### config.mk
export PLATFORM = sky130hd
export DESIGN_NAME = sorted_list_union_merge
export DESIGN_NICKNAME = d
export VERILOG_FILES = /design/src/rtl/core/slum_pkg.sv /design/src/rtl/core/slum_ctrl.sv /design/src/rtl/core/slum_dp.sv /design/src/rtl/core/sorted_list_union_merge.sv
export SDC_FILE = /design/constraint.sdc
export NUM_CORES = 2
export LEC_CHECK = 0
export ABC_CLOCK_PERIOD_IN_PS = 11400
export BUFFER_PORTS_ARGS = -buffer_cell sky130_fd_sc_hd__buf_2
export CORE_ASPECT_RATIO = 0.9
export CORE_MARGIN = 2
export CORE_UTILIZATION = 40
export CTS_CLUSTER_SIZE = 10
export DETAILED_ROUTE_END_ITERATION = 8
export GPL_TIMING_DRIVEN = 0
export HOLD_SLACK_MARGIN = 0.06
export PLACE_DENSITY = 0.59
export SLEW_MARGIN = 20
export SYNTH_ARGS = -nofsm -noshare
export SYNTH_HDL_FRONTEND = slang
export SYNTH_MEMORY_MAX_BITS = 65536
export SYNTH_SLANG_ARGS = --single-unit
### constraint.sdc
create_clock -name clk -period 11.4 [get_ports clk]
set_input_delay 0.57 -clock clk [delete_from_list [all_inputs] [get_ports clk]]
set_output_delay 0.57 -clock clk [all_outputs]
set_load 0.01 [all_outputs]
### src/rtl/core/slum_pkg.sv
// ----------------------------------------------------------------------------
// slum_pkg: shared types and constants for the sorted list union merge
// Opcodes, result codes, beat structs and controller/datapath handshake.
// ----------------------------------------------------------------------------
package slum_pkg;

	localparam int unsigned LISTS_DEF      = 8;
	localparam int unsigned LIST_DEPTH_DEF = 32;
	localparam int unsigned STATE_BITS_DEF = 16;

	typedef enum logic [1:0] {
		OP_CLEAR  = 2'd0,
		OP_APPEND = 2'd1,
		OP_PULL   = 2'd2,
		OP_NONE   = 2'd3
	} opcode_t;

	typedef enum logic [1:0] {
		ST_ACCEPTED  = 2'd0,
		ST_EMITTED   = 2'd1,
		ST_EXHAUSTED = 2'd2,
		ST_REJECTED  = 2'd3
	} status_t;

	typedef struct packed {
		logic [1:0]  opcode;
		logic [2:0]  list_index;
		logic [15:0] value;
	} in_t;

	typedef struct packed {
		logic [1:0]  status;
		logic [15:0] merged_value;
		logic        last_value;
	} out_t;

	typedef enum logic [2:0] {
		S_IDLE,
		S_SCAN,
		S_ADV,
		S_LOAD,
		S_DONE
	} state_t;

	// controller -> datapath
	typedef struct packed {
		logic exec_imm;   // run clear/append/no-op on the accepted beat
		logic pull_init;  // start a pull: drop found and any-left flags
		logic scan;       // compare head of current list against best
		logic adv;        // advance current list if its head equals best
		logic load;       // refill head register from memory
		logic out_pull;   // write pull result into output register
	} cmd_t;

	// datapath -> controller
	typedef struct packed {
		logic found;
		logic match;
		logic more;
		logic out_free;
	} stat_t;

endpackage

### src/rtl/core/slum_ctrl.sv
// ----------------------------------------------------------------------------
// slum_ctrl: sequencer for the sorted list union merge
// Accepts beats, steps a list counter through scan, advance and head reload.
// ----------------------------------------------------------------------------
module slum_ctrl #(
	parameter int unsigned LISTS = slum_pkg::LISTS_DEF,
	localparam int unsigned LW   = $clog2(LISTS)
) (
	input  logic           clk,
	input  logic           arst_n,
	input  logic           in_valid,
	output logic           in_ready,
	input  logic [1:0]     opcode,
	input  slum_pkg::stat_t st,
	output slum_pkg::cmd_t  cmd,
	output logic [LW-1:0]  cnt
);

	slum_pkg::state_t state_q, state_d;
	logic [LW-1:0] cnt_q, cnt_d;
	logic          cnt_last;

	assign cnt_last = (cnt_q == LW'(LISTS - 1));
	assign cnt      = cnt_q;

	always_ff @(posedge clk or negedge arst_n) begin
		if (!arst_n) begin
			state_q <= slum_pkg::S_IDLE;
			cnt_q   <= '0;
		end else begin
			state_q <= state_d;
			cnt_q   <= cnt_d;
		end
	end

	always_comb begin
		state_d  = state_q;
		cnt_d    = cnt_q;
		cmd      = '0;
		in_ready = 1'b0;
		unique case (state_q)
			slum_pkg::S_IDLE: begin
				in_ready = st.out_free;
				if (in_valid && st.out_free) begin
					if (opcode == slum_pkg::OP_PULL) begin
						cmd.pull_init = 1'b1;
						cnt_d         = '0;
						state_d       = slum_pkg::S_SCAN;
					end else begin
						cmd.exec_imm = 1'b1;
					end
				end
			end
			slum_pkg::S_SCAN: begin
				cmd.scan = 1'b1;
				cnt_d    = cnt_q + 1'b1;
				if (cnt_last) begin
					cnt_d   = '0;
					state_d = slum_pkg::S_ADV;
				end
			end
			slum_pkg::S_ADV: begin
				if (!st.found) begin
					state_d = slum_pkg::S_DONE;
				end else begin
					cmd.adv = 1'b1;
					if (st.match && st.more) begin
						state_d = slum_pkg::S_LOAD;
					end else if (cnt_last) begin
						state_d = slum_pkg::S_DONE;
					end else begin
						cnt_d = cnt_q + 1'b1;
					end
				end
			end
			slum_pkg::S_LOAD: begin
				cmd.load = 1'b1;
				if (cnt_last) begin
					state_d = slum_pkg::S_DONE;
				end else begin
					cnt_d   = cnt_q + 1'b1;
					state_d = slum_pkg::S_ADV;
				end
			end
			slum_pkg::S_DONE: begin
				if (st.out_free) begin
					cmd.out_pull = 1'b1;
					state_d      = slum_pkg::S_IDLE;
				end
			end
			default: state_d = slum_pkg::S_IDLE;
		endcase
	end

	a_load_after_adv: assert property (@(posedge clk) disable iff (!arst_n)
		state_q == slum_pkg::S_LOAD |-> $past(state_q) == slum_pkg::S_ADV)
		else $error("head reload without advance");
	a_ready_idle: assert property (@(posedge clk) disable iff (!arst_n)
		in_ready |-> state_q == slum_pkg::S_IDLE)
		else $error("ready outside idle");
	a_pull_free: assert property (@(posedge clk) disable iff (!arst_n)
		cmd.out_pull |-> st.out_free)
		else $error("pull result into busy output register");

endmodule

### src/rtl/core/slum_dp.sv
// ----------------------------------------------------------------------------
// slum_dp: list storage, head registers, best tracker and output register
// ----------------------------------------------------------------------------
module slum_dp #(
	parameter int unsigned LISTS      = slum_pkg::LISTS_DEF,
	parameter int unsigned LIST_DEPTH = slum_pkg::LIST_DEPTH_DEF,
	parameter int unsigned STATE_BITS = slum_pkg::STATE_BITS_DEF,
	localparam int unsigned LW = $clog2(LISTS),
	localparam int unsigned PW = (LIST_DEPTH > 1) ? $clog2(LIST_DEPTH) : 1,
	localparam int unsigned CW = $clog2(LIST_DEPTH + 1)
) (
	input  logic            clk,
	input  logic            arst_n,
	input  slum_pkg::cmd_t  cmd,
	input  logic [LW-1:0]   cnt,
	input  slum_pkg::in_t   in_data,
	output slum_pkg::stat_t st,
	output logic            out_valid,
	input  logic            out_ready,
	output slum_pkg::out_t  out_data
);

	logic [STATE_BITS-1:0] mem [LISTS << PW];
	logic [STATE_BITS-1:0] rdata_q;

	logic [CW-1:0]         fill_q [LISTS];
	logic [CW-1:0]         rpos_q [LISTS];
	logic [STATE_BITS-1:0] tail_q [LISTS];
	logic [STATE_BITS-1:0] head_q [LISTS];

	logic [STATE_BITS-1:0] best_q;
	logic                  found_q, any_q;
	logic                  ovalid_q;
	slum_pkg::out_t        out_q;

	logic [STATE_BITS-1:0] val_m;
	logic                  idx_ok;
	logic [LW-1:0]         sel;
	logic                  app_ok;
	logic                  cur_ne;
	logic [CW-1:0]         rpos_nx;

	assign val_m   = STATE_BITS'(in_data.value);
	assign idx_ok  = 32'(in_data.list_index) < 32'(LISTS);
	assign sel     = LW'(in_data.list_index);
	assign app_ok  = idx_ok && (32'(fill_q[sel]) < 32'(LIST_DEPTH))
		&& (fill_q[sel] == '0 || val_m > tail_q[sel]);
	assign cur_ne  = rpos_q[cnt] < fill_q[cnt];
	assign rpos_nx = rpos_q[cnt] + 1'b1;

	assign st.found    = found_q;
	assign st.match    = cur_ne && head_q[cnt] == best_q;
	assign st.more     = rpos_nx < fill_q[cnt];
	assign st.out_free = !ovalid_q || out_ready;

	assign out_valid = ovalid_q;
	assign out_data  = out_q;

	// list memory: append writes, head refill reads
	always_ff @(posedge clk) begin
		if (cmd.exec_imm && in_data.opcode == slum_pkg::OP_APPEND && app_ok) begin
			mem[{sel, fill_q[sel][PW-1:0]}] <= val_m;
		end
		if (cmd.adv) begin
			rdata_q <= mem[{cnt, rpos_nx[PW-1:0]}];
		end
	end

	// head registers need no reset: an empty list never offers its head
	always_ff @(posedge clk) begin
		if (cmd.exec_imm && in_data.opcode == slum_pkg::OP_APPEND && app_ok
			&& rpos_q[sel] == fill_q[sel]) begin
			head_q[sel] <= val_m;
		end
		if (cmd.load) begin
			head_q[cnt] <= rdata_q;
		end
	end

	always_ff @(posedge clk or negedge arst_n) begin
		if (!arst_n) begin
			for (int k = 0; k < LISTS; k++) begin
				fill_q[k] <= '0;
				rpos_q[k] <= '0;
				tail_q[k] <= '0;
			end
		end else if (cmd.exec_imm) begin
			case (in_data.opcode)
				slum_pkg::OP_CLEAR: begin
					for (int k = 0; k < LISTS; k++) begin
						fill_q[k] <= '0;
						rpos_q[k] <= '0;
						tail_q[k] <= '0;
					end
				end
				slum_pkg::OP_APPEND: begin
					if (app_ok) begin
						fill_q[sel] <= fill_q[sel] + 1'b1;
						tail_q[sel] <= val_m;
					end
				end
				default: ;
			endcase
		end else if (cmd.adv && st.match) begin
			rpos_q[cnt] <= rpos_nx;
		end
	end

	always_ff @(posedge clk or negedge arst_n) begin
		if (!arst_n) begin
			found_q <= 1'b0;
			any_q   <= 1'b0;
			best_q  <= '0;
		end else if (cmd.pull_init) begin
			found_q <= 1'b0;
			any_q   <= 1'b0;
		end else if (cmd.scan) begin
			if (cur_ne && (!found_q || head_q[cnt] < best_q)) begin
				best_q  <= head_q[cnt];
				found_q <= 1'b1;
			end
		end else if (cmd.adv) begin
			if (st.match ? st.more : cur_ne) begin
				any_q <= 1'b1;
			end
		end
	end

	always_ff @(posedge clk or negedge arst_n) begin
		if (!arst_n) begin
			ovalid_q <= 1'b0;
		end else if (cmd.exec_imm || cmd.out_pull) begin
			ovalid_q <= 1'b1;
		end else if (out_ready) begin
			ovalid_q <= 1'b0;
		end
	end

	always_ff @(posedge clk) begin
		if (cmd.exec_imm) begin
			out_q.merged_value <= '0;
			out_q.last_value   <= 1'b0;
			out_q.status       <= (in_data.opcode == slum_pkg::OP_APPEND && !app_ok)
				? slum_pkg::ST_REJECTED : slum_pkg::ST_ACCEPTED;
		end else if (cmd.out_pull) begin
			out_q.status       <= found_q ? slum_pkg::ST_EMITTED : slum_pkg::ST_EXHAUSTED;
			out_q.merged_value <= found_q ? 16'(best_q) : 16'd0;
			out_q.last_value   <= found_q && !any_q;
		end
	end

	a_adv_nonempty: assert property (@(posedge clk) disable iff (!arst_n)
		cmd.adv && st.match |=> found_q)
		else $error("advance without a best value");
	a_cmd_excl: assert property (@(posedge clk) disable iff (!arst_n)
		$onehot0({cmd.exec_imm, cmd.scan, cmd.adv, cmd.load, cmd.out_pull}))
		else $error("overlapping datapath commands");
	a_load_data: assert property (@(posedge clk) disable iff (!arst_n)
		cmd.load |-> $past(cmd.adv && st.match && st.more))
		else $error("head reload without memory read");

endmodule

### src/rtl/core/sorted_list_union_merge.sv
// ----------------------------------------------------------------------------
// sorted_list_union_merge: ascending union of several sorted lists, no dups
// Append values to per-list buffers, pull the merged stream one beat at a time.
// ----------------------------------------------------------------------------
//  channel | dir | handshake           | payload
//  in      | in  | in_valid/in_ready   | in_data  (opcode, list_index, value)
//  out     | out | out_valid/out_ready | out_data (status, merged_value, last_value)
//
//  Clear, append and unused opcodes: result beat registered at the accepting
//  edge, so it is offered from the following cycle.
//  Pull: a scan step per list, then an advance step per list plus a head
//  reload step per list that moves on, then the result is posted once the
//  output register is free. With all lists empty the advance phase ends at
//  once. Steps run one after another through the shared compare unit and
//  the single read port of the list memory.
//  Reset clears fills, read pointers and last values; memory is not cleared.
//  A stalled output holds its beat; input ready drops while a pull runs
//  or while the output register is full and not being taken.
// ----------------------------------------------------------------------------
module sorted_list_union_merge #(
	parameter int unsigned LISTS      = slum_pkg::LISTS_DEF,
	parameter int unsigned LIST_DEPTH = slum_pkg::LIST_DEPTH_DEF,
	parameter int unsigned STATE_BITS = slum_pkg::STATE_BITS_DEF
) (
	input  logic           clk,
	input  logic           arst_n,
	input  logic           in_valid,
	output logic           in_ready,
	input  slum_pkg::in_t  in_data,
	output logic           out_valid,
	input  logic           out_ready,
	output slum_pkg::out_t out_data
);

	localparam int unsigned LW = $clog2(LISTS);

	slum_pkg::cmd_t  cmd;
	slum_pkg::stat_t st;
	logic [LW-1:0]   cnt;

	// sequencer: owns the list counter and the pull phases
	slum_ctrl #(
		.LISTS (LISTS)
	) u_ctrl (
		.clk      (clk),
		.arst_n   (arst_n),
		.in_valid (in_valid),
		.in_ready (in_ready),
		.opcode   (in_data.opcode),
		.st       (st),
		.cmd      (cmd),
		.cnt      (cnt)
	);

	// datapath: buffers, heads, best tracking and the output beat register
	slum_dp #(
		.LISTS      (LISTS),
		.LIST_DEPTH (LIST_DEPTH),
		.STATE_BITS (STATE_BITS)
	) u_dp (
		.clk       (clk),
		.arst_n    (arst_n),
		.cmd       (cmd),
		.cnt       (cnt),
		.in_data   (in_data),
		.st        (st),
		.out_valid (out_valid),
		.out_ready (out_ready),
		.out_data  (out_data)
	);

endmodule
==> report_table.html <==
<table>
<tr><th>Metric</th><th>Value</th></tr>
<tr><th colspan="2">Finish</th></tr>
<tr><td>Layout cells sized above 1</td><td>0.309</td></tr>
<tr><td>Area used by multi-input combinational logic</td><td>between 40000 and 50000 µm²</td></tr>
<tr><td>Nets</td><td>between 9000 and 10000</td></tr>
<tr><td>Area taken by flip-flops and latches</td><td>134000 µm²</td></tr>
<tr><td>Count of filler cells inserted in the layout</td><td>35300</td></tr>
<tr><td>Post-synthesis to final-layout area growth</td><td>19.4%</td></tr>
<tr><td>Non-filler cells in the finished layout</td><td>15200</td></tr>
<tr><th colspan="2">Setup path</th></tr>
<tr><td>Category of cells accounting for the largest share of critical-path delay</td><td>buffers and inverters</td></tr>
<tr><td>Stage delay of the slowest cell on the critical path</td><td>0.81 ns</td></tr>
<tr><td>Destination of the worst register-to-register timing path</td><td>u_dp.rdata_q[8]$_DFFE_PP_</td></tr>
<tr><td>CP Launch Type</td><td>flop</td></tr>
<tr><td>Path type of the worst setup path</td><td>reg2reg</td></tr>
<tr><td>Kind of end point of the critical path</td><td>flop</td></tr>
<tr><td>Worst setup path end</td><td>u_dp.rdata_q[8]$_DFFE_PP_</td></tr>
<tr><td>Worst reg2reg path startpoint</td><td>u_ctrl.cnt[2]$_DFFE_PN0P_</td></tr>
<tr><td>Startpoint of the worst setup timing path</td><td>u_ctrl.cnt[2]$_DFFE_PN0P_</td></tr>
<tr><td>Internal reg-to-reg setup slack</td><td>0.28 ns</td></tr>
<tr><td>Combined buffer and inverter count along the critical path</td><td>14</td></tr>
<tr><td>Crit path cell chain</td><td>inv_1, mux4_2, inv_2, buf_6, buf_6, buf_6, buf_6, buf_6, buf_6, ha_1, clkbuf_1, clkbuf_1, clkbuf_2, buf_2, clkbuf_2, clkbuf_2, mux4_2, mux2i_1, o22ai_1, nor4_1, o2111ai_2</td></tr>
<tr><td>Critical-path maximum fanout</td><td>10</td></tr>
<tr><td>Signal arrival time at the worst endpoint</td><td>11.71 ns</td></tr>
<tr><td>Stages on worst setup path</td><td>21</td></tr>
<tr><td>Library cell appearing most often on the critical path</td><td>buf_6</td></tr>
<tr><td>Worst R2R Path Depth</td><td>21</td></tr>
<tr><td>Critical path's slowest cell</td><td>nor4_1</td></tr>
<tr><td>Data required time of the critical path</td><td>11.99 ns</td></tr>
<tr><th colspan="2">Clocking</th></tr>
<tr><td>TritonCTS Sinks</td><td>4508</td></tr>
<tr><td>Root buffer cell</td><td>clkbuf_16</td></tr>
<tr><td>Maximum root-to-sink buffer count</td><td>4</td></tr>
<tr><td>H-tree level count</td><td>6</td></tr>
<tr><td>Clock tree from TritonCTS</td><td>yes</td></tr>
<tr><td>Clock insertion delay at the later pin of the skew report</td><td>between 1 and 1.5 ns</td></tr>
<tr><td>CTS clock-pin slew for the worst setup and hold paths</td><td>0.05 ns</td></tr>
<tr><td>Resized cells post-CTS</td><td>0</td></tr>
<tr><td>Num CTS Buffers</td><td>529</td></tr>
<tr><th colspan="2">GRT</th></tr>
<tr><td>First-pass GRT wire length</td><td>slightly below 1000000 µm</td></tr>
<tr><td>GRT Overall Usage</td><td>0.341</td></tr>
<tr><td>Number of antenna violations at the first check in global routing</td><td>85</td></tr>
<tr><td>Vias in the first global route</td><td>95300</td></tr>
<tr><td>Remaining Overflow, GRT</td><td>0</td></tr>
<tr><td>Pin count of the biggest net entering global routing</td><td>138</td></tr>
<tr><th colspan="2">Routing</th></tr>
<tr><td>Number of vias after detailed routing</td><td>104000</td></tr>
<tr><td>DRC violations left</td><td>0</td></tr>
<tr><td>Via/cell ratio</td><td>6.82</td></tr>
<tr><td>Pre-Repair DR Iteration Count</td><td>6</td></tr>
<tr><td>Average wire per standard cell</td><td>50.6 µm</td></tr>
<tr><td>Residual antenna-violating net count after detailed routing</td><td>0</td></tr>
<tr><td>DRT Wirelength</td><td>~770000 µm</td></tr>
<tr><td>Count of routing violations after the opening detailed-route iteration</td><td>21200</td></tr>
<tr><th colspan="2">Timing</th></tr>
<tr><td>Least-Margin Pin Slew</td><td>1.37 ns</td></tr>
<tr><td>Setup repair after global routing missed its margin</td><td>false</td></tr>
<tr><td>Slew Viols, Final</td><td>0</td></tr>
<tr><td>Max Clk Rate</td><td>89.9 MHz</td></tr>
<tr><td>Number of setup violations in the final report</td><td>0</td></tr>
<tr><td>Setup TNS</td><td>0 ns</td></tr>
<tr><td>Final critical-path required period</td><td>11.12 ns</td></tr>
<tr><td>Part of the cycle the worst path needs</td><td>0.976</td></tr>
<tr><td>Max-Slew Margin vs Limit</td><td>0.0899</td></tr>
<tr><td>Clock Skew</td><td>0.132 ns</td></tr>
<tr><td>Tightest hold margin</td><td>about 0.073 ns</td></tr>
<tr><td>Count of endpoints failing hold in the final timing report</td><td>0</td></tr>
<tr><th colspan="2">Logic synthesis</th></tr>
<tr><td>Synth cell types</td><td>76</td></tr>
<tr><td>Warning count from the yosys run</td><td>0</td></tr>
<tr><td>Post-synthesis cell count</td><td>between 8000 and 9000</td></tr>
<tr><td>Number of synthesized register bits</td><td>approximately 4500</td></tr>
<tr><td>Top cell type's share of synthesized area</td><td>0.727</td></tr>
<tr><td>Post-synthesis net count</td><td>8320</td></tr>
<tr><td>Sequential element share of the synthesized area</td><td>0.764</td></tr>
<tr><td>Fraction of synthesis flops using an asynchronous set or reset pin</td><td>0.0552</td></tr>
<tr><td>Post-Synthesis Cell Area</td><td>175000 µm²</td></tr>
<tr><td>Leading cell types by total area after synthesis</td><td>edfxtp_1, mux4_2, dfrtp_1</td></tr>
<tr><td>Post-synth EDFFs</td><td>4242</td></tr>
<tr><td>Library cell with the largest summed area after synthesis</td><td>edfxtp_1</td></tr>
<tr><td>Predominant post-synthesis flop cell</td><td>edfxtp_1</td></tr>
<tr><td>Dominant cell by count in the synthesized netlist</td><td>edfxtp_1</td></tr>
<tr><td>Most numerous cell types in the synthesized netlist</td><td>edfxtp_1, mux4_2, nand2_1, nor2_1, mux2i_1</td></tr>
<tr><td>Per-instance average area after synthesis</td><td>21.3 µm²</td></tr>
<tr><th colspan="2">Placement</th></tr>
<tr><td>Cell total after placement</td><td>14500</td></tr>
<tr><td>Count of buffers inserted at the top-level ports</td><td>45</td></tr>
<tr><td>RD Place Congestion</td><td>1.05</td></tr>
<tr><td>Detailed-placement wirelength estimate</td><td>~540000 µm</td></tr>
<tr><th colspan="2">Status</th></tr>
<tr><td>Result of the run</td><td>finished clean</td></tr>
<tr><th colspan="2">Floorplan</th></tr>
<tr><td>Core Rows</td><td>230</td></tr>
<tr><td>Die area</td><td>444000 µm²</td></tr>
<tr><td>Die extent in y</td><td>roughly 630 µm</td></tr>
<tr><td>Die width</td><td>702 µm</td></tr>
<tr><td># IOs</td><td>46</td></tr>
<tr><td>Area of the placeable core</td><td>436000 µm²</td></tr>
<tr><td>Initial standard-cell utilization of the core</td><td>0.402</td></tr>
<tr><th colspan="2">Flow run</th></tr>
<tr><td>Reported max-cap violation count</td><td>0</td></tr>
<tr><th colspan="2">Min path</th></tr>
<tr><td>Worst hold-check path type</td><td>in2async</td></tr>
</table>
-- state kept, by name (all words and copies together) (netlist names) --
signal,flops
u_dp.any_q,1
u_dp.out_data,19
u_dp.out_valid,1
u_dp.tail_q,128
u_dp.rdata_q,16
u_dp.best_q,16
u_dp.found_q,1
u_ctrl.state_q,3
u_ctrl.cnt,3
u_dp.rpos_q,48
u_dp.head_q,128
u_dp.mem,4096
u_dp.fill_q,48
-- final cells by class --
| class | instances | share of cell area |
|---|---|---|
| clock inverters | 68 | 0.00595 |
| diodes | 37 | 0.000442 |
| clock buffers | 592 | 0.0652 |
| inverters | 31 | 0.000556 |
| flip-flops and latches | 4508 | 0.640 |
| multi-input cells | 3211 | 0.196 |
| repair buffers | 433 | 0.0446 |
| plain buffers | 496 | 0.0126 |
| well taps | 5800 | 0.0347 |
-- metrics by stage --
stage / util / setup slack (ns) / area (µm²)
after floorplan: - / 5.68 / 175000
after global placement: 0.419 / -2.99 / 183000
after detailed placement: 0.445 / 0.779 / 194000
after CTS: 0.479 / 0.762 / 209000
after global routing: 0.480 / 0.610 / 209000
final: 0.480 / 0.277 / 209000
-- per-layer routing --
layer  vias up  track usage  share of wire
li1      36400            -              -
met3      1829        0.155           0.16
met5         -      0.00109        0.00067
met4        36        0.205          0.075
met2      9605        0.474           0.41
met1     55600        0.438           0.35
-- worst min-delay path by stage --
stage	slack, ns	cells past startpoint	endpoint	startpoint
after global placement	0.44	2	u_dp.out_data[3]$_SDFFE_PP0P_	u_dp.out_data[3]$_SDFFE_PP0P_
after detailed placement	0.44	2	u_dp.out_data[0]$_SDFFE_PP0P_	u_dp.out_data[0]$_SDFFE_PP0P_
after floorplan	0.27	0	u_ctrl.cnt[0]$_DFFE_PN0P_	arst_n
final	0.07	2	u_dp.any_q$_DFFE_PN0P_	arst_n
after global routing	0.14	2	u_dp.any_q$_DFFE_PN0P_	arst_n
after CTS	0.07	2	u_dp.any_q$_DFFE_PN0P_	arst_n
-- timing repair --
action / 4_1_cts / 5_1_grt
buffers inserted: 0 / 0
hold buffers: 19 / 0
hold endpoints to repair: 810 / 0
endpoints found under the setup margin: 0 / 0
-- cells by family (layout without fill, tap and decap cells) --
family,Yosys count,after routing,share of synthesized area
simple gates,914,914,0.0234
xor+xnor,12,12,0.000599
compound gates,801,801,0.0321
flops,4508,4508,0.764
mux,1435,1435,0.162
buf+inv,527,1620,0.0144
other cells,0,37,0
fa+ha+maj,49,49,0.00350
-- cells in the final DEF, fill, tap and decap left out, types with 146 or more instances in the layout --
cell,count
clkbuf_16,534
clkbuf_2,146
mux4_2,1116
nand2_1,334
buf_16,219
dfrtp_1,249
nor2_4,257
edfxtp_1,4242
a22o_1,205
mux2i_1,258
clkbuf_1,151
Power is left out: the tool's default activity adds up to more than one toggle a clock period on the data nets, which glitch-free logic cannot reach.
